--- config.mk ---
export PLATFORM = sky130hd
export DESIGN_NAME = gradient_magnitude_3x3
export DESIGN_NICKNAME = d
export VERILOG_FILES = /design/src/rtl/gm3_pkg.sv /design/src/rtl/gm3_datapath.sv /design/src/rtl/gm3_ctrl.sv /design/src/rtl/gradient_magnitude_3x3.sv
export VERILOG_INCLUDE_DIRS = /design/src /design/src/rtl
export SDC_FILE = /design/constraint.sdc
export NUM_CORES = 1
export LEC_CHECK = 0
export BUFFER_PORTS_ARGS = -buffer_cell sky130_fd_sc_hd__buf_2
export CAP_MARGIN = 20
export CORE_MARGIN = 2
export CORE_UTILIZATION = 40
export CTS_CLUSTER_DIAMETER = 40
export DETAILED_ROUTE_END_ITERATION = 6
export PLACE_DENSITY = 0.55
export SYNTH_ARGS = -nofsm -noshare
export SYNTH_HDL_FRONTEND = slang
export SYNTH_SLANG_ARGS = --single-unit
--- constraint.sdc ---
create_clock -name clk_i -period 7.5 [get_ports clk_i]
set_input_delay 0.375 -clock clk_i [delete_from_list [all_inputs] [get_ports clk_i]]
set_output_delay 0.375 -clock clk_i [all_outputs]
set_load 0.01 [all_outputs]
--- src/rtl/assert_macros.svh ---
// Assertion macros used by the top-level RTL file.
`ifndef ASSERT_MACROS_SVH
`define ASSERT_MACROS_SVH

// Check a property on every rising clock edge while out of reset.
`define ASSERT_CLK(name, prop, msg) \
  name: assert property (@(posedge clk_i) disable iff (!rst_ni) (prop)) else $error(msg);

// Check that a condition never holds on a rising clock edge while out of reset.
`define ASSERT_NEVER(name, cond, msg) \
  name: assert property (@(posedge clk_i) disable iff (!rst_ni) !(cond)) else $error(msg);

`endif

--- src/rtl/gm3_pkg.sv ---
// Shared types, constants and helpers of the 3x3 gradient magnitude block.
`timescale 1ns / 1ps
package gm3_pkg;

  // Field widths
  localparam int unsigned PIX_W  = 8;
  localparam int unsigned POS_W  = 2;
  localparam int unsigned MAG_W  = 10;
  localparam int unsigned SUM_W  = 11;
  localparam int unsigned ABS_W  = SUM_W - 1;
  localparam int unsigned SQ_W   = 2 * ABS_W;
  localparam int unsigned RAD_W  = SQ_W + 2;
  localparam int unsigned ROOT_W = RAD_W / 2;
  localparam int unsigned REM_W  = ROOT_W + 1;

  // Stream data widths, padded to whole bytes
  localparam int unsigned S_TDATA_W = 16;
  localparam int unsigned M_TDATA_W = 16;

  // Square root iterations, one result bit each
  localparam int unsigned ROOT_STEPS = ROOT_W;
  localparam int unsigned CNT_W      = $clog2(ROOT_STEPS);

  // Accumulator clamp bound
  localparam logic signed [SUM_W:0] SUM_MAX = 12'sd1023;
  localparam logic signed [SUM_W:0] SUM_MIN = -12'sd1023;

  // Mask selector codes
  localparam logic MASK_HORZ = 1'b0;

  // Window positions
  localparam logic [POS_W-1:0] POS_FIRST = 2'd0;
  localparam logic [POS_W-1:0] POS_MID   = 2'd1;
  localparam logic [POS_W-1:0] POS_LAST  = 2'd2;

  typedef enum logic [1:0] {
    COEF_ZERO,
    COEF_NEG,
    COEF_POS
  } coef_e;

  // Commands from controller to datapath
  typedef struct packed {
    logic accumulate;
    logic square;
    logic root_step;
    logic emit;
  } gm3_cmd_t;

  // Central-difference coefficient of one window position
  function automatic coef_e coef_of(input logic mask, input logic [POS_W-1:0] row,
                                    input logic [POS_W-1:0] col);
    coef_e c;
    c = COEF_ZERO;
    if (mask == MASK_HORZ) begin
      if (row == POS_MID && col == POS_FIRST) c = COEF_NEG;
      if (row == POS_MID && col == POS_LAST)  c = COEF_POS;
    end else begin
      if (row == POS_FIRST && col == POS_MID) c = COEF_NEG;
      if (row == POS_LAST  && col == POS_MID) c = COEF_POS;
    end
    return c;
  endfunction

endpackage

--- src/rtl/gm3_datapath.sv ---
// Datapath: saturating accumulators, squares, bit-serial square root, result register.
`timescale 1ns / 1ps
module gm3_datapath (
  input  logic                       clk_i,
  input  logic                       rst_ni,
  input  gm3_pkg::gm3_cmd_t          cmd_i,
  input  logic                       mask_select_i,
  input  logic [gm3_pkg::POS_W-1:0]  win_row_i,
  input  logic [gm3_pkg::POS_W-1:0]  win_col_i,
  input  logic [gm3_pkg::PIX_W-1:0]  pixel_i,
  output logic [gm3_pkg::MAG_W-1:0]  magnitude_o
);
  import gm3_pkg::*;

  logic signed [SUM_W-1:0] sum_h_q, sum_h_d;
  logic signed [SUM_W-1:0] sum_v_q, sum_v_d;
  logic signed [PIX_W:0]   term;
  logic signed [SUM_W-1:0] sum_sel;
  logic signed [SUM_W-1:0] sum_new;
  coef_e                   coef;

  logic [SUM_W-1:0] neg_h, neg_v;
  logic [ABS_W-1:0] abs_h, abs_v;
  logic [SQ_W-1:0]  sq_h, sq_v;
  logic [RAD_W-1:0] radicand;

  logic [RAD_W-1:0]  rad_q;
  logic [ROOT_W-1:0] root_q;
  logic [REM_W-1:0]  rem_q;
  logic [REM_W+1:0]  rem_t, trial, diff;
  logic              ge;
  logic [MAG_W-1:0]  mag_q;

  // Add and clamp to the accumulator range
  function automatic logic signed [SUM_W-1:0] sat_add(input logic signed [SUM_W-1:0] acc,
                                                      input logic signed [PIX_W:0] t);
    logic signed [SUM_W:0] s;
    s = {acc[SUM_W-1], acc} + {{(SUM_W - PIX_W){t[PIX_W]}}, t};
    if (s > SUM_MAX) s = SUM_MAX;
    if (s < SUM_MIN) s = SUM_MIN;
    return s[SUM_W-1:0];
  endfunction

  // Weight the pixel by its coefficient
  always_comb begin
    coef = coef_of(mask_select_i, win_row_i, win_col_i);
    case (coef)
      COEF_NEG: term = -$signed({1'b0, pixel_i});
      COEF_POS: term = $signed({1'b0, pixel_i});
      default:  term = '0;
    endcase
  end

  assign sum_sel = (mask_select_i == MASK_HORZ) ? sum_h_q : sum_v_q;
  assign sum_new = sat_add(sum_sel, term);

  // Update the selected accumulator, clear both when the square is taken
  always_comb begin
    sum_h_d = sum_h_q;
    sum_v_d = sum_v_q;
    if (cmd_i.square) begin
      sum_h_d = '0;
      sum_v_d = '0;
    end else if (cmd_i.accumulate) begin
      if (mask_select_i == MASK_HORZ) begin
        sum_h_d = sum_new;
      end else begin
        sum_v_d = sum_new;
      end
    end
  end

  always_ff @(posedge clk_i or negedge rst_ni) begin
    if (!rst_ni) begin
      sum_h_q <= '0;
      sum_v_q <= '0;
    end else begin
      sum_h_q <= sum_h_d;
      sum_v_q <= sum_v_d;
    end
  end

  // Absolute values and squares; the bound keeps magnitudes within ABS_W bits
  assign neg_h    = -sum_h_q;
  assign neg_v    = -sum_v_q;
  assign abs_h    = sum_h_q[SUM_W-1] ? neg_h[ABS_W-1:0] : sum_h_q[ABS_W-1:0];
  assign abs_v    = sum_v_q[SUM_W-1] ? neg_v[ABS_W-1:0] : sum_v_q[ABS_W-1:0];
  assign sq_h     = abs_h * abs_h;
  assign sq_v     = abs_v * abs_v;
  assign radicand = {2'b00, sq_h} + {2'b00, sq_v};

  // One digit of the square root: bring down two radicand bits, try the next root bit
  assign rem_t = {rem_q, rad_q[RAD_W-1 -: 2]};
  assign trial = {1'b0, root_q, 2'b01};
  assign diff  = rem_t - trial;
  assign ge    = (rem_t >= trial);

  always_ff @(posedge clk_i) begin
    if (cmd_i.square) begin
      rad_q  <= radicand;
      root_q <= '0;
      rem_q  <= '0;
    end else if (cmd_i.root_step) begin
      rad_q  <= {rad_q[RAD_W-3:0], 2'b00};
      root_q <= {root_q[ROOT_W-2:0], ge};
      rem_q  <= ge ? diff[REM_W-1:0] : rem_t[REM_W-1:0];
    end
  end

  // Hold the halved root for the output beat
  always_ff @(posedge clk_i) begin
    if (cmd_i.emit) begin
      mag_q <= root_q[ROOT_W-1:1];
    end
  end

  assign magnitude_o = mag_q;

endmodule

--- src/rtl/gm3_ctrl.sv ---
// Controller: sequences accumulate, square, root iterations and the output beat.
`timescale 1ns / 1ps
module gm3_ctrl (
  input  logic              clk_i,
  input  logic              rst_ni,
  input  logic              in_valid_i,
  input  logic              in_last_i,
  output logic              in_ready_o,
  output logic              out_valid_o,
  input  logic              out_ready_i,
  output gm3_pkg::gm3_cmd_t cmd_o
);
  import gm3_pkg::*;

  typedef enum logic [1:0] {
    ST_IDLE,
    ST_SQUARE,
    ST_ROOT,
    ST_EMIT
  } state_e;

  state_e           state_q;
  logic [CNT_W-1:0] cnt_q;
  logic             out_valid_q;
  logic             accept;
  logic             load_out;

  assign accept   = in_valid_i && (state_q == ST_IDLE);
  assign load_out = (state_q == ST_EMIT) && (!out_valid_q || out_ready_i);

  // State, iteration count and output valid
  always_ff @(posedge clk_i or negedge rst_ni) begin
    if (!rst_ni) begin
      state_q     <= ST_IDLE;
      cnt_q       <= '0;
      out_valid_q <= 1'b0;
    end else begin
      // Raise valid on a new result, drop it once the beat is taken
      if (load_out) begin
        out_valid_q <= 1'b1;
      end else if (out_ready_i) begin
        out_valid_q <= 1'b0;
      end
      case (state_q)
        ST_IDLE: begin
          if (accept && in_last_i) state_q <= ST_SQUARE;
        end
        ST_SQUARE: begin
          cnt_q   <= '0;
          state_q <= ST_ROOT;
        end
        ST_ROOT: begin
          cnt_q <= cnt_q + 1'b1;
          if (cnt_q == CNT_W'(ROOT_STEPS - 1)) state_q <= ST_EMIT;
        end
        ST_EMIT: begin
          if (load_out) state_q <= ST_IDLE;
        end
        default: state_q <= ST_IDLE;
      endcase
    end
  end

  assign in_ready_o       = (state_q == ST_IDLE);
  assign out_valid_o      = out_valid_q;
  assign cmd_o.accumulate = accept;
  assign cmd_o.square     = (state_q == ST_SQUARE);
  assign cmd_o.root_step  = (state_q == ST_ROOT);
  assign cmd_o.emit       = load_out;

endmodule

--- src/rtl/gradient_magnitude_3x3.sv ---
// Top level: 3x3 central-difference gradient magnitude over a pixel stream.
// A beat without tlast leaves tready high, so the next beat follows at once.
// After a tlast beat tready is low while the block squares the sums, runs the bit-serial
// square root and loads the output register, which raises m_axis_tvalid.
// An earlier result not yet taken holds the load, and tready, until that result is taken.
// Reset (rst_ni low, asynchronous) clears both accumulators and drops m_axis_tvalid.
`timescale 1ns / 1ps
`include "assert_macros.svh"
module gradient_magnitude_3x3 (
  input  logic                            clk_i,
  input  logic                            rst_ni,
  input  logic                            s_axis_tvalid,
  output logic                            s_axis_tready,
  input  logic [gm3_pkg::S_TDATA_W-1:0]   s_axis_tdata,  // win_row[1:0], win_col[3:2], pixel[11:4]
  input  logic                            s_axis_tuser,  // mask_select[0]
  input  logic                            s_axis_tlast,
  output logic                            m_axis_tvalid,
  input  logic                            m_axis_tready,
  output logic [gm3_pkg::M_TDATA_W-1:0]   m_axis_tdata   // magnitude[9:0]
);
  import gm3_pkg::*;

  gm3_cmd_t         cmd;
  logic [MAG_W-1:0] magnitude;
  logic             in_beat;

  // Sequence the work on each window
  gm3_ctrl u_ctrl (
    .clk_i       (clk_i),
    .rst_ni      (rst_ni),
    .in_valid_i  (s_axis_tvalid),
    .in_last_i   (s_axis_tlast),
    .in_ready_o  (s_axis_tready),
    .out_valid_o (m_axis_tvalid),
    .out_ready_i (m_axis_tready),
    .cmd_o       (cmd)
  );

  // Unpack the beat and compute
  gm3_datapath u_datapath (
    .clk_i         (clk_i),
    .rst_ni        (rst_ni),
    .cmd_i         (cmd),
    .mask_select_i (s_axis_tuser),
    .win_row_i     (s_axis_tdata[POS_W-1:0]),
    .win_col_i     (s_axis_tdata[2*POS_W-1:POS_W]),
    .pixel_i       (s_axis_tdata[2*POS_W+PIX_W-1:2*POS_W]),
    .magnitude_o   (magnitude)
  );

  assign m_axis_tdata = {{(M_TDATA_W - MAG_W){1'b0}}, magnitude};
  assign in_beat      = s_axis_tvalid && s_axis_tready;

  // A window end closes the input until its result is computed
  `ASSERT_CLK(a_last_stalls, (in_beat && s_axis_tlast) |=> !s_axis_tready, "input open after last")
  // An inner beat keeps the input open
  `ASSERT_CLK(a_inner_flows, (in_beat && !s_axis_tlast) |=> s_axis_tready, "inner beat stalled")
  // A new result only appears after the root was computed with the input closed
  `ASSERT_CLK(a_result_after_root, $rose(m_axis_tvalid) |-> $past(!s_axis_tready), "early result")
  // The halved root stays within its range
  `ASSERT_NEVER(a_mag_range, m_axis_tvalid && (magnitude > 10'd723), "magnitude out of range")

endmodule

# Yosys cells after proc, flatten, opt, wreduce, memory -nomap -nowiden
# Cells that the tools add are included.
# totals
ff_bits	84
in_bits	22
out_inout_bits	18
elab_cells	81
# op_classes
addsub	7
n_mul	2
n_lt_le_gt_ge	3
eq_ne	14
mux	27
reduce_logical	19
# ops
op	count
11-bit two-way mux	8
22-bit two-way mux	2
10-bit by 10-bit multiplier with 20-bit output	2
12-bit two-way mux	2
20-bit by 20-bit adder with 21-bit output	1
10-bit two-way mux	2
10-bit negation	2
9-bit one-hot mux with 2 select lines	1
14-bit by 13-bit greater-or-equal comparator with 1-bit output	1
11-bit by 9-bit adder with 12-bit output	1
12-bit by 11-bit > comparator with 1-bit output (second input constant)	1
12-bit by 11-bit < comparator with 1-bit output (second input constant)	1
2-bit two-way mux	6
12-bit subtractor	1
2-bit equality test (second input constant)	5
8-bit negation with 9-bit output	1
2-bit by 1-bit equality test with 1-bit output (second input constant)	4
2-bit by 1-bit inequality test with 1-bit output (second input constant)	4
2-bit one-hot mux with 4 select lines	1
4-bit one-hot mux with 2 select lines	1
2-bit nonzero test	4
1-bit logical AND	7
2-bit zero test	3
4-bit by 1-bit adder with 4-bit output (second input constant)	1
other kinds (6)	10

# Longest topological paths before layout
# Gate-level depths: netlist of run 1.
# logic_depth
ltp_word	15
ltp_mapped	29
ltp_nobuf	29

# By module
# A second synthesis of run 1 with hierarchy kept.
# unflattened
hier_cells	1215
hier_area_um2	11155.7
# modules_own_cells
module	instances	cells_each	area_per_inst_um2	seq_area_each_um2
gm3_datapath	1	1167	10642.7	1971.9
gm3_ctrl	1	41	464.2	175.2
gradient_magnitude_3x3	1	7	48.8	0.0

# Least setup slack after synthesis of run 1
# Ideal clock, no wire load.
# synth_timing
kind	register to register
start	register u_datapath.sum_h_q[3]
end	register u_datapath.rad_q[19] (data pin)
setup_time_ns	0.260
t_arrival_ns	7.168
required_ns	7.240
path_slack_ns	0.072
path_stages_with_launch	25
path_buffers	1
period_less_slack_ns	7.428
cell_sequence	dfrtp_1 -> clkbuf_1 -> or4_1 -> o31ai_1 -> xor2_1 -> clkinv_1 -> nand2_1 -> fa_1 -> fa_1 -> inv_1 -> fa_1 -> fa_1 -> fa_1 -> fa_1 -> inv_1 -> fa_1 -> inv_1 -> ha_1 -> nand2_1 -> nor3_1 -> a21oi_1 -> o311ai_0 -> a21oi_1 -> xnor2_1 -> mux2_2
# synth_between
elab_chain_len	5
# synth_lines
item	line	rtl
start: declaration	gm3_datapath.sv:15	logic signed [SUM_W-1:0] sum_h_q, sum_h_d;
start signal: assignment	gm3_datapath.sv:78	sum_h_q <= sum_h_d;
10-bit negation	gm3_datapath.sv:84	assign neg_h = -sum_h_q;
10-bit two-way mux (*)	gm3_datapath.sv:86	assign abs_h = sum_h_q[SUM_W-1] ? neg_h[ABS_W-1:0] : sum_h_q[ABS_W-1:0];
10-bit by 10-bit multiplier with 20-bit output (*)	gm3_datapath.sv:88	assign sq_h = abs_h * abs_h;
20-bit by 20-bit adder with 21-bit output (*)	gm3_datapath.sv:90	assign radicand = {2'b00, sq_h} + {2'b00, sq_v};
22-bit two-way mux (*)	gm3_datapath.sv:99	if (cmd_i.square) begin
end signal: assignment	gm3_datapath.sv:100	rad_q <= radicand;
end signal: assignment	gm3_datapath.sv:104	rad_q <= {rad_q[RAD_W-3:0], 2'b00};
end: declaration	gm3_datapath.sv:27	logic [RAD_W-1:0] rad_q;
# Every way passes the cells marked *; elsewhere a longest branch is shown, timed or not.
# A chain may end at the register's enable or synchronous reset.

# Final worst setup path of run 1
# layout_timing
start	register u_datapath.sum_h_q[0]
end	register u_datapath.rad_q[17] (data pin)
# The elaborated chain is that of the path after synthesis.

==> results of run 1 <==
critical path: stages (launching register included):
cell and delay [ps]:
dfrtp_1 430, or3_4 370, buf_4 150, or2_4 260
nand2_4 80, xnor2_4 150, nand2_1 140, fa_1 560
inv_1 50, ha_1 300, fa_1 470, fa_1 480
inv_1 50, fa_1 530, inv_1 50, fa_1 550
inv_1 60, fa_1 490, inv_1 40, ha_2 190
or3_4 430, nor2_2 110, o21ai_2 80, a21oi_2 240
nor2_2 90, a311oi_2 270, xnor2_1 100, mux2_2 270
flip-flops by register name (all words and copies together) (netlist names):
name,cells
u_datapath.sum_v_q,11
u_ctrl.state_q,2
u_datapath.rem_q,12
u_datapath.root_q,11
u_ctrl.out_valid_o,1
u_datapath.sum_h_q,11
u_ctrl.cnt_q,4
u_datapath.rad_q,22
u_datapath.magnitude_o,10
routing by layer:
metal / global-route usage, % / wire (microns) / vias up
met1: 25.2 / 11800 / 4025
met4: 3.60 / 278 / 0
li1: - / - / 4126
met2: 31.9 / 12300 / 116
met5: 0 / 0 / -
met3: 2.26 / 905 / 17
synthesized netlist by cell type, types with 14 or more instances:
| library cell | count |
|---|---|
| xor2_1 | 23 |
| edfxtp_1 | 32 |
| mux2i_1 | 27 |
| a21oi_1 | 31 |
| nand2b_1 | 15 |
| nand3_1 | 16 |
| nor2_1 | 115 |
| xnor2_1 | 38 |
| a32o_1 | 18 |
| clkbuf_1 | 17 |
| dfxtp_1 | 23 |
| ha_1 | 122 |
| mux2_2 | 23 |
| o21ai_0 | 36 |
| nand2_1 | 99 |
| inv_1 | 230 |
| nor3_1 | 14 |
| fa_1 | 130 |
| dfrtp_1 | 29 |
| a211oi_1 | 15 |
power groups by stage:
stage / registers (mW) / logic [mW] / clock network, mW
after global routing: 0.789 / 1.48 / 0.486
after global placement: 0.774 / 1.27 / 0
after CTS: 0.769 / 1.30 / 0.470
final: 0.770 / 1.31 / 0.457
after detailed placement: 0.771 / 1.29 / 0
after floorplan: 0.752 / 0.957 / 0
cells by family after synthesis:
kind of cell               after synthesis  synth area share (%)
DFF                                     84                  19.4
muxes                                   50                  4.79
AOI/OAI and AO/OA                      174                  11.6
and+or+nand+nor                        306                  12.5
buffers and inverters                  270                  9.49
xor gates and xnor gates                61                  4.84
adders and majority gates              252                  37.4
other                                    1                0.0339
worst max-delay path by stage:
stage / slack [ps] / depth (start not counted) / endpoint
final: 260 / 27 / u_datapath.rad_q[17]$_DFFE_PP_
after global routing: -20 / 23 / u_datapath.rad_q[17]$_DFFE_PP_
after global placement: -40 / 23 / u_datapath.rad_q[19]$_DFFE_PP_
after detailed placement: -170 / 24 / u_datapath.rad_q[19]$_DFFE_PP_
after CTS: -7 / 23 / u_datapath.rad_q[17]$_DFFE_PP_
after floorplan: 70 / 24 / u_datapath.rad_q[19]$_DFFE_PP_
per-stage QoR:
stage,total power [mW],instance area [sq um],instances
6_report,2.54,12800,1651
5_1_grt,2.76,12800,1651
3_5_place_dp,2.06,12100,1623
3_3_place_gp,2.04,12100,1623
4_1_cts,2.54,12500,1640
2_1_floorplan,1.71,11100,1203
cell usage in the layout, fill, tap and decap left out, types with 5 or more instances in the layout:
master / netlist / layout
nand3_1: 16 / 15
nor2_1: 115 / 106
ha_1: 122 / 117
nand2b_1: 15 / 15
nor2_2: 0 / 9
dfrtp_1: 29 / 27
fa_1: 130 / 130
a21o_1: 13 / 13
nand2_1: 99 / 95
dfxtp_1: 23 / 23
o21a_1: 8 / 8
clkbuf_16: 0 / 9
nor3_1: 14 / 13
nor2b_1: 9 / 9
mux2i_1: 27 / 27
a21oi_1: 31 / 28
a211oi_1: 15 / 14
buf_4: 6 / 96
o21ai_0: 36 / 32
a32o_1: 18 / 18
nand4_1: 5 / 5
buf_2: 4 / 29
xnor2_1: 38 / 35
xor2_1: 23 / 20
edfxtp_1: 32 / 32
inv_1: 230 / 224
inv_2: 1 / 8
conb_1: 1 / 6
mux2_2: 23 / 23
o21bai_1: 7 / 6
cell type report:
type                       instances  area [sq um]  area share [%]
clock buffer                       9           225            1.76
clock inverter                     7          76.3           0.596
inverter                         234           878            6.86
multi-input combinational        849          8170            63.8
sequential                        84          2150            16.8
tap                              341           427            3.33
timing repair buffer             127           885            6.91
what timing repair did:
item / 4_1_cts / 5_1_grt
buffers inserted: 1 / 10
pin swaps: 3 / 35
resized for setup: 8 / 64
endpoints found under the setup margin: 3 / 10
==> results.cfg, run 1 <==
[outcome]
status = complete, no violations

[synthesis]
postSynthCellCount = 1198
synth_top_area_share_pct = 23.6
yosysSeqAreaShare_pct = 19.4
synthTopCellsByArea = fa_1 (24%), ha_1 (14%), edfxtp_1 (8.7%)
synth_ff_type = edfxtp_1
ys_warn_count = 0
synthesis.area_sq_mm = 0.0110
async_flop_share_pct = 34.5
synth_edf_count = 32
synth-seq-cells = 84
synth_top_area_cell = fa_1
syn_avg_cell_area_sq_um = 9.22
synth.distinct_cells = 70

[layout]
nets = 1579
nFillCells = 2693
drive_gt1_share_pct = 18.4
area_growth_pct = 15.9
diodes = 0
final_util_pct = 47.4

[global_route]
grt_pass1_wl_mm = 42.1
grt.total_usage_pct = 18.5
grt_max_degree = 57
grt_pass1_vias = 8450
grt_overflow = 0
antenna_found_initial = 0

[timing]
hold_viol_final = 0
hold_slack_ps = 50.5
fin_crit_sh_pct = 96.6
period_needed_ps = 7240
setup_tns_ps = 0
setup-violations-final = 0
fmax_ghz = 0.138
tightest_slew_ps = 1000
fin_ws_ps = 258
finClkSkew_ps = 16.6
rsz0062_at_grt = true
maxSlewHeadroom_pct = 33.1
drv_slew = 0

[power_and_ir_drop]
leakagePower_nw = 6.55
pwr-share-seq_pct = 30.3
intPower_mw = 1.47
irDropWorstVdd_uv = 281
clkPwrFrac_pct = 18.0
switching_share_pct = 42.1
combPwrFrac_pct = 51.7
p_sw_mw = 1.07
power_density_mw_per_mm2 = 198

[cts]
clkTransAtPathRegs_ps = 80
root_buffer = clkbuf_16
cts_buffers = 9
cts_hold_buffers = 0
clock_latency_ps = 350
cts.sinks = 84
htreeDepth = 3
cts_buffer_depth = 2
cts_tree = done

[floorplanning]
dieWidth_microns = 170
io_pins = 40
initial_core_util_pct = 40.9
core-area_sq_mm = 0.0270
die-area_sq_mm = 0.0290
die_y_microns = 170
row_count = 60

[placement]
place_ws_ps = -171
dpl.hpwl_mm = 21.0
gp_congestion = 0.871
port_buffers = 29

[setup_path]
r2r_end = u_datapath.rad_q[17]$_DFFE_PP_
r2r_cells = 27
crit_path_max_fanout = 4
regToRegSetupSlack_ps = 260
crit_required_ps = 7600
path_class = flop to flop
critPathLaunch = u_datapath.sum_h_q[0]$_DFFE_PN0P_
crit_path_end_kind = flop
arrival_ps = 7350
cp-start-kind = flop
r2r-start = u_datapath.sum_h_q[0]$_DFFE_PN0P_

[detailed_routing]
drtAntennaViolNets = 0
vias_per_cell = 5.02
drt-wirelength-per-cell_microns = 15.3
dr.first_iter.drc_count = 331
firstDrtPassIters = 5
dr_total_vias = 8284
routed_wl_mm = 25.3
remaining_drc_errors = 0

[worst_hold_path]
hold_class = input port to asynchronous set/reset pin

[run]
max_cap_violations = 0
(Power assumes the default switching activity.)
==> run 2, diff against run 1 <==
--- a/config.mk
+++ b/config.mk
@@ -7,11 +7,11 @@
 export NUM_CORES = 1
 export LEC_CHECK = 0
 export BUFFER_PORTS_ARGS = -buffer_cell sky130_fd_sc_hd__buf_2
-export CAP_MARGIN = 20
 export CORE_MARGIN = 2
 export CORE_UTILIZATION = 40
 export CTS_CLUSTER_DIAMETER = 40
 export DETAILED_ROUTE_END_ITERATION = 6
+export GPL_TIMING_DRIVEN = 0
 export PLACE_DENSITY = 0.55
 export SYNTH_ARGS = -nofsm -noshare
 export SYNTH_HDL_FRONTEND = slang
==> run 2 against run 1 <==
Hold slack gained 17 ps; routed wire length up 6.6%; total power is 5.4% higher; setup slack got worse by 150 ps; via count grew 1.2%; die area stayed put; critical endpoint unchanged.
==> results.cfg, run 2 (same netlist as run 1, synthesis figures left out) <==
[cts]
cts_hold_buffers = 0
root_buffer = clkbuf_16
cts_buffers = 9
htreeDepth = 3
clkTransAtPathRegs_ps = 60
clock_latency_ps = 350
cts.sinks = 84
cts_buffer_depth = 2
cts_tree = done

[global_route]
grt_overflow = 0
grt_pass1_wl_mm = 43.8
grt_pass1_vias = 8493
grt.total_usage_pct = 19.4
grt_max_degree = 30
antenna_found_initial = 0

[placement]
gp_congestion = 0.907
placed_area_sq_mm = 0.0116
place_ws_ps = -1590
placed_cells = 1572
port_buffers = 28
dpl.hpwl_mm = 21.2

[setup_path]
crit_required_ps = 7590
critPathMostFrequentCell = fa_1
crit_path_end_kind = flop
crit_chain = buf_12 -> or3_4 -> o41ai_4 -> buf_4 -> xor2_4 -> nor2_4 -> fa_1 -> fa_1 -> inv_1 -> fa_1 -> inv_1 -> fa_1 -> fa_1 -> fa_2 -> ha_4 -> ha_4 -> a21o_1 -> a21oi_2 -> nand2_1 -> a21oi_2 -> nor2_2 -> a311oi_2 -> xnor2_1 -> mux2_2
r2r_cells = 24
crit_path_max_fanout = 5
arrival_ps = 7480
regToRegSetupSlack_ps = 110
r2r-start = u_datapath.sum_v_q[0]$_DFFE_PN0P_
cp-start-kind = flop
path_class = flop to flop
crit_path_top_delay_cell = fa_2
r2r_end = u_datapath.rad_q[17]$_DFFE_PP_
cp_num_buf_inv = 4
path_delay_family = adder cells
cpPeakStageDelay_ps = 610

[floorplanning]
row_count = 60
io_pins = 40
initial_core_util_pct = 40.9
die_y_microns = 170
die-area_sq_mm = 0.0290
core-area_sq_mm = 0.0270
dieWidth_microns = 170

[timing]
drv_slew = 0
period_needed_ps = 7390
hold_viol_final = 0
fmax_ghz = 0.135
setup_tns_ps = 0
fin_ws_ps = 112
setup-violations-final = 0
fin_crit_sh_pct = 98.5
hold_slack_ps = 67.5
maxSlewHeadroom_pct = 22.7
tightest_slew_ps = 1150
rsz0062_at_grt = true
finClkSkew_ps = 10.1

[layout]
diodes = 0
nets = 1573
nFillCells = 2592
reg_top3 = u_datapath.rad_q (22), u_datapath.rem_q (12)
stdcell_area_sq_mm = 0.0131
final_util_pct = 48.6
largest_reg_flops = 22
final_cell_mix = inv_1 (217), fa_1 (127), ha_1 (109), nor2_1 (102), nand2_1 (87)
multi_input_area_sq_mm = 0.00856
top_register = u_datapath.rad_q
seq_area_sq_mm = 0.00216
layout_commonest_cell = inv_1
area_growth_pct = 18.9
fin_cells = 1645
drive_gt1_share_pct = 20.7

[detailed_routing]
dr.first_iter.drc_count = 399
firstDrtPassIters = 5
drtAntennaViolNets = 0
dr_total_vias = 8383
drt-wirelength-per-cell_microns = 16.4
routed_wl_mm = 27.0
vias_per_cell = 5.10
remaining_drc_errors = 0

[power_and_ir_drop]
power_density_mw_per_mm2 = 204
irDropWorstVdd_uv = 178
power_mw = 2.68
leakagePower_nw = 6.53

[outcome]
status = complete, no violations

[worst_hold_path]
hold_class = input port to asynchronous set/reset pin

[run]
max_cap_violations = 0
==> run 2: how the worst max path moves through the flow <==
| stage | cells after the start | end | slack, ps | from |
|---|---|---|---|---|
| finish | 24 | u_datapath.rad_q[17]$_DFFE_PP_ | 110 | u_datapath.sum_v_q[0]$_DFFE_PN0P_ |
| global route | 24 | u_datapath.rad_q[19]$_DFFE_PP_ | -120 | u_datapath.sum_h_q[4]$_DFFE_PN0P_ |
| CTS | 26 | u_datapath.rad_q[13]$_DFFE_PP_ | -8 | u_datapath.sum_v_q[0]$_DFFE_PN0P_ |
| detailed placement | 26 | u_datapath.rad_q[16]$_DFFE_PP_ | -1590 | u_datapath.sum_v_q[0]$_DFFE_PN0P_ |
| global placement | 26 | u_datapath.rad_q[16]$_DFFE_PP_ | -1570 | u_datapath.sum_v_q[0]$_DFFE_PN0P_ |
| floorplan | 24 | u_datapath.rad_q[19]$_DFFE_PP_ | 70 | u_datapath.sum_h_q[3]$_DFFE_PN0P_ |
==> run 2: metal layers <==
layer / part of all wire [%] / track usage [%] / vias to the layer above
met3: 2.9 / 1.60 / 23
met2: 49 / 33.0 / 137
met4: 1.5 / 4.24 / 0
li1: - / - / 4115
met1: 47 / 27.1 / 4108
met5: 0 / 0 / -
==> run 2: cell type report <==
cell class / count / area share (%)
Buffer: 34 / 1.26
Clock buffer: 11 / 1.93
Clock inverter: 5 / 0.495
Inverter: 234 / 6.90
Multi-Input combinational cell: 849 / 65.1
Sequential cell: 84 / 16.4
Tap cell: 341 / 3.25
Timing Repair Buffer: 87 / 4.59
==> run 2: repair_timing <==
item                                    in CTS  in global routing
gates resized for setup                     81                 79
endpoints found under the setup margin      15                 10
pin swaps                                   19                 56
cloned                                       0                  0
buffers inserted                            34                 25
==> run 2: where the power goes <==
part           switching (mW)  total [mW]  internal, mW
registers              0.0978       0.776         0.679
clock network           0.191       0.473         0.282
logic                   0.830        1.43         0.596
total                    1.12        2.68          1.56
==> run 3, diff against run 2 <==
--- a/config.mk
+++ b/config.mk
@@ -6,12 +6,12 @@
 export SDC_FILE = /design/constraint.sdc
 export NUM_CORES = 1
 export LEC_CHECK = 0
+export ABC_AREA = 1
 export BUFFER_PORTS_ARGS = -buffer_cell sky130_fd_sc_hd__buf_2
 export CORE_MARGIN = 2
 export CORE_UTILIZATION = 40
 export CTS_CLUSTER_DIAMETER = 40
 export DETAILED_ROUTE_END_ITERATION = 6
-export GPL_TIMING_DRIVEN = 0
 export PLACE_DENSITY = 0.55
 export SYNTH_ARGS = -nofsm -noshare
 export SYNTH_HDL_FRONTEND = slang
==> run 3 against run 2 <==
Sequential share of layout area rose by 0.68 points; utilization fell by 3.5 points; register-to-register slack improved by 330 ps; cell area fell by 4.5%; critical endpoint unchanged; largest cell class unchanged; synthesized area rose by 2.4%; first-iteration DRC count rose by 18%; synthesized cell count rose by 21%; via count rose by 9.4%; clock skew rose by 4.8 ps.
==> results.cfg, run 3 <==
[setup_path]
cpPeakStageDelay_ps = 550
arrival_ps = 7150
crit_path_end_kind = flop
r2r-start = u_datapath.sum_h_q[1]$_DFFE_PN0P_
r2r_cells = 35
regToRegSetupSlack_ps = 440
crit_required_ps = 7590
path_delay_family = adder cells
r2r_end = u_datapath.rad_q[17]$_DFFE_PP_
crit_path_top_delay_cell = fa_1
crit_path_max_fanout = 4
cp-start-kind = flop
path_class = flop to flop
critPathMostFrequentCell = inv_1
cp_num_buf_inv = 9

[placement]
gp_congestion = 0.891
dpl.hpwl_mm = 21.7
port_buffers = 29

[detailed_routing]
firstDrtPassIters = 5
dr_total_vias = 9172
vias_per_cell = 4.86
drt-wirelength-per-cell_microns = 13.7
routed.top_layer = met4
remaining_drc_errors = 0
drtAntennaViolNets = 0
routedLengthMet1_mm = 12.6
dr.first_iter.drc_count = 469
route.met3.wl_microns = 758
routed_wl_mm = 25.9
met2RoutedLength_mm = 12.3

[timing]
tightest_slew_ps = 1070
hold_viol_final = 0
drv_slew = 0
period_needed_ps = 7060
maxSlewHeadroom_pct = 28.5
fin_crit_sh_pct = 94.1
finClkSkew_ps = 14.9
fmax_ghz = 0.142
setup-violations-final = 0

[floorplanning]
dieWidth_microns = 172
row_count = 61
io_pins = 40
core-area_sq_mm = 0.0278
die-area_sq_mm = 0.0296
initial_core_util_pct = 40.7
die_y_microns = 172

[layout]
final_cell_mix = inv_1 (311), nand2_1 (304), fa_1 (130), ha_1 (116), nor2_1 (90)
nets = 1778
layout_commonest_cell = inv_1
drive_gt1_share_pct = 10.8
nFillCells = 2908
top_register = u_datapath.rad_q
largest_reg_flops = 22
reg_top3 = u_datapath.rad_q (22), u_datapath.rem_q (12)
diodes = 0
area_growth_pct = 10.9
final_util_pct = 45.1

[synthesis]
synth_most_common_cell = inv_1
synth_edf_count = 32
yosysSeqAreaShare_pct = 19.0
synth.distinct_cells = 47
ys_top_cells_by_count = inv_1 (319), nand2_1 (308), fa_1 (130), ha_1 (122), nor2_1 (100)
postSynthCellCount = 1449
syn_avg_cell_area_sq_um = 7.80
synth-seq-cells = 84
synth_ff_type = edfxtp_1
synthTopCellsByArea = fa_1 (23%), ha_1 (14%), inv_1 (11%)
async_flop_share_pct = 34.5
synth_top_area_share_pct = 23.0
synth_top_area_cell = fa_1
ys_warn_count = 0
synthesis.area_sq_mm = 0.0113

[cts]
cts_buffers = 9
clkTransAtPathRegs_ps = 70
cts_hold_buffers = 0
cts_buffer_depth = 2
root_buffer = clkbuf_16
cts.sinks = 84
htreeDepth = 3
cts_tree = done
clock_latency_ps = 350

[outcome]
status = complete, no violations

[global_route]
grt_max_degree = 51
grt_pass1_wl_mm = 42.9
grt.total_usage_pct = 18.4
grt_pass1_vias = 8852
antenna_found_initial = 0
grt_overflow = 0

[worst_hold_path]
hold_class = input port to asynchronous set/reset pin

[run]
max_cap_violations = 0
run 3: cell count changes in the layout (fill, tap and decap cells not counted), sizes merged, moves of 25 or more:
| cell | previous run | this run |
|---|---|---|
| a21oi | 33 | 59 |
| buf | 107 | 72 |
| inv | 230 | 323 |
| mux2i | 27 | 0 |
| nand2 | 100 | 322 |
| nand3 | 16 | 47 |
| nand4 | 5 | 30 |
| o21ai | 36 | 78 |
run 3: cell families after synthesis:
group,Yosys count,share of synthesized area [%]
buf+inv,359,12.2
fa+ha+maj,252,36.5
compound gates,180,8.82
other cells,1,0.0332
xor+xnor,32,2.48
flops,84,19.0
simple gates,541,20.9
run 3: worst max path at each step:
stage	from	to	slack (ps)	depth (start not counted)
2_1_floorplan	u_datapath.sum_v_q[0]$_DFFE_PN0P_	u_datapath.rad_q[17]$_DFFE_PP_	200	38
3_3_place_gp	u_datapath.sum_v_q[1]$_DFFE_PN0P_	u_datapath.rad_q[17]$_DFFE_PP_	200	37
3_5_place_dp	u_datapath.sum_v_q[1]$_DFFE_PN0P_	u_datapath.rad_q[13]$_DFFE_PP_	160	34
4_1_cts	u_datapath.sum_v_q[1]$_DFFE_PN0P_	u_datapath.rad_q[17]$_DFFE_PP_	130	37
5_1_grt	u_datapath.sum_h_q[1]$_DFFE_PN0P_	u_datapath.rad_q[17]$_DFFE_PP_	-3	35
6_report	u_datapath.sum_h_q[1]$_DFFE_PN0P_	u_datapath.rad_q[17]$_DFFE_PP_	440	35
run 3: worst reg2reg max path, delay by kind of cell (launching register included):
kind	cells	cell delay (ps)
fa+ha+maj	9	3990
compound gates	4	600
simple gates	13	1240
buf+inv	9	550
flops	1	430
run 3: area by class of cell:
class	count	area (sq um)	area share, %
multi-input cells	1011	7950	63.4
flip-flops and latches	84	2150	17.1
repair buffers	72	468	3.73
clock buffers	9	225	1.80
clock inverters	7	50.0	0.399
well taps	378	473	3.77
inverters	326	1220	9.76
run 3: what timing repair did:
item / CTS / global route
buffers inserted: 0 / 13
endpoints found under the setup margin: 0 / 10
gates resized for setup: 0 / 45
endpoints found under the hold margin: 0 / 0
run 3: per-layer routing:
layer,global-route usage [%],vias up
li1,-,4629
met1,26.1,4405
met5,0,-
met2,30.5,121
met4,3.18,0
met3,2.29,17
run 3: per-stage QoR:
| step | setup TNS, ps | hold WS, ps | worst slack, ps | cell area [sq um] | instances |
|---|---|---|---|---|---|
| after CTS | 0 | 83.6 | 134 | 12300 | 1874 |
| after global placement | 0 | 440 | 200 | 12000 | 1858 |
| after global routing | -3.33 | 105 | -3.33 | 12500 | 1887 |
| after detailed placement | 0 | 435 | 161 | 12000 | 1858 |
| final | 0 | 64.0 | 441 | 12500 | 1887 |
| after floorplan | 0 | 79.4 | 202 | 11300 | 1454 |
Power of run 3 is not shown: default switching activity piles up to over one toggle a cycle in this logic, so the estimate is an artifact.
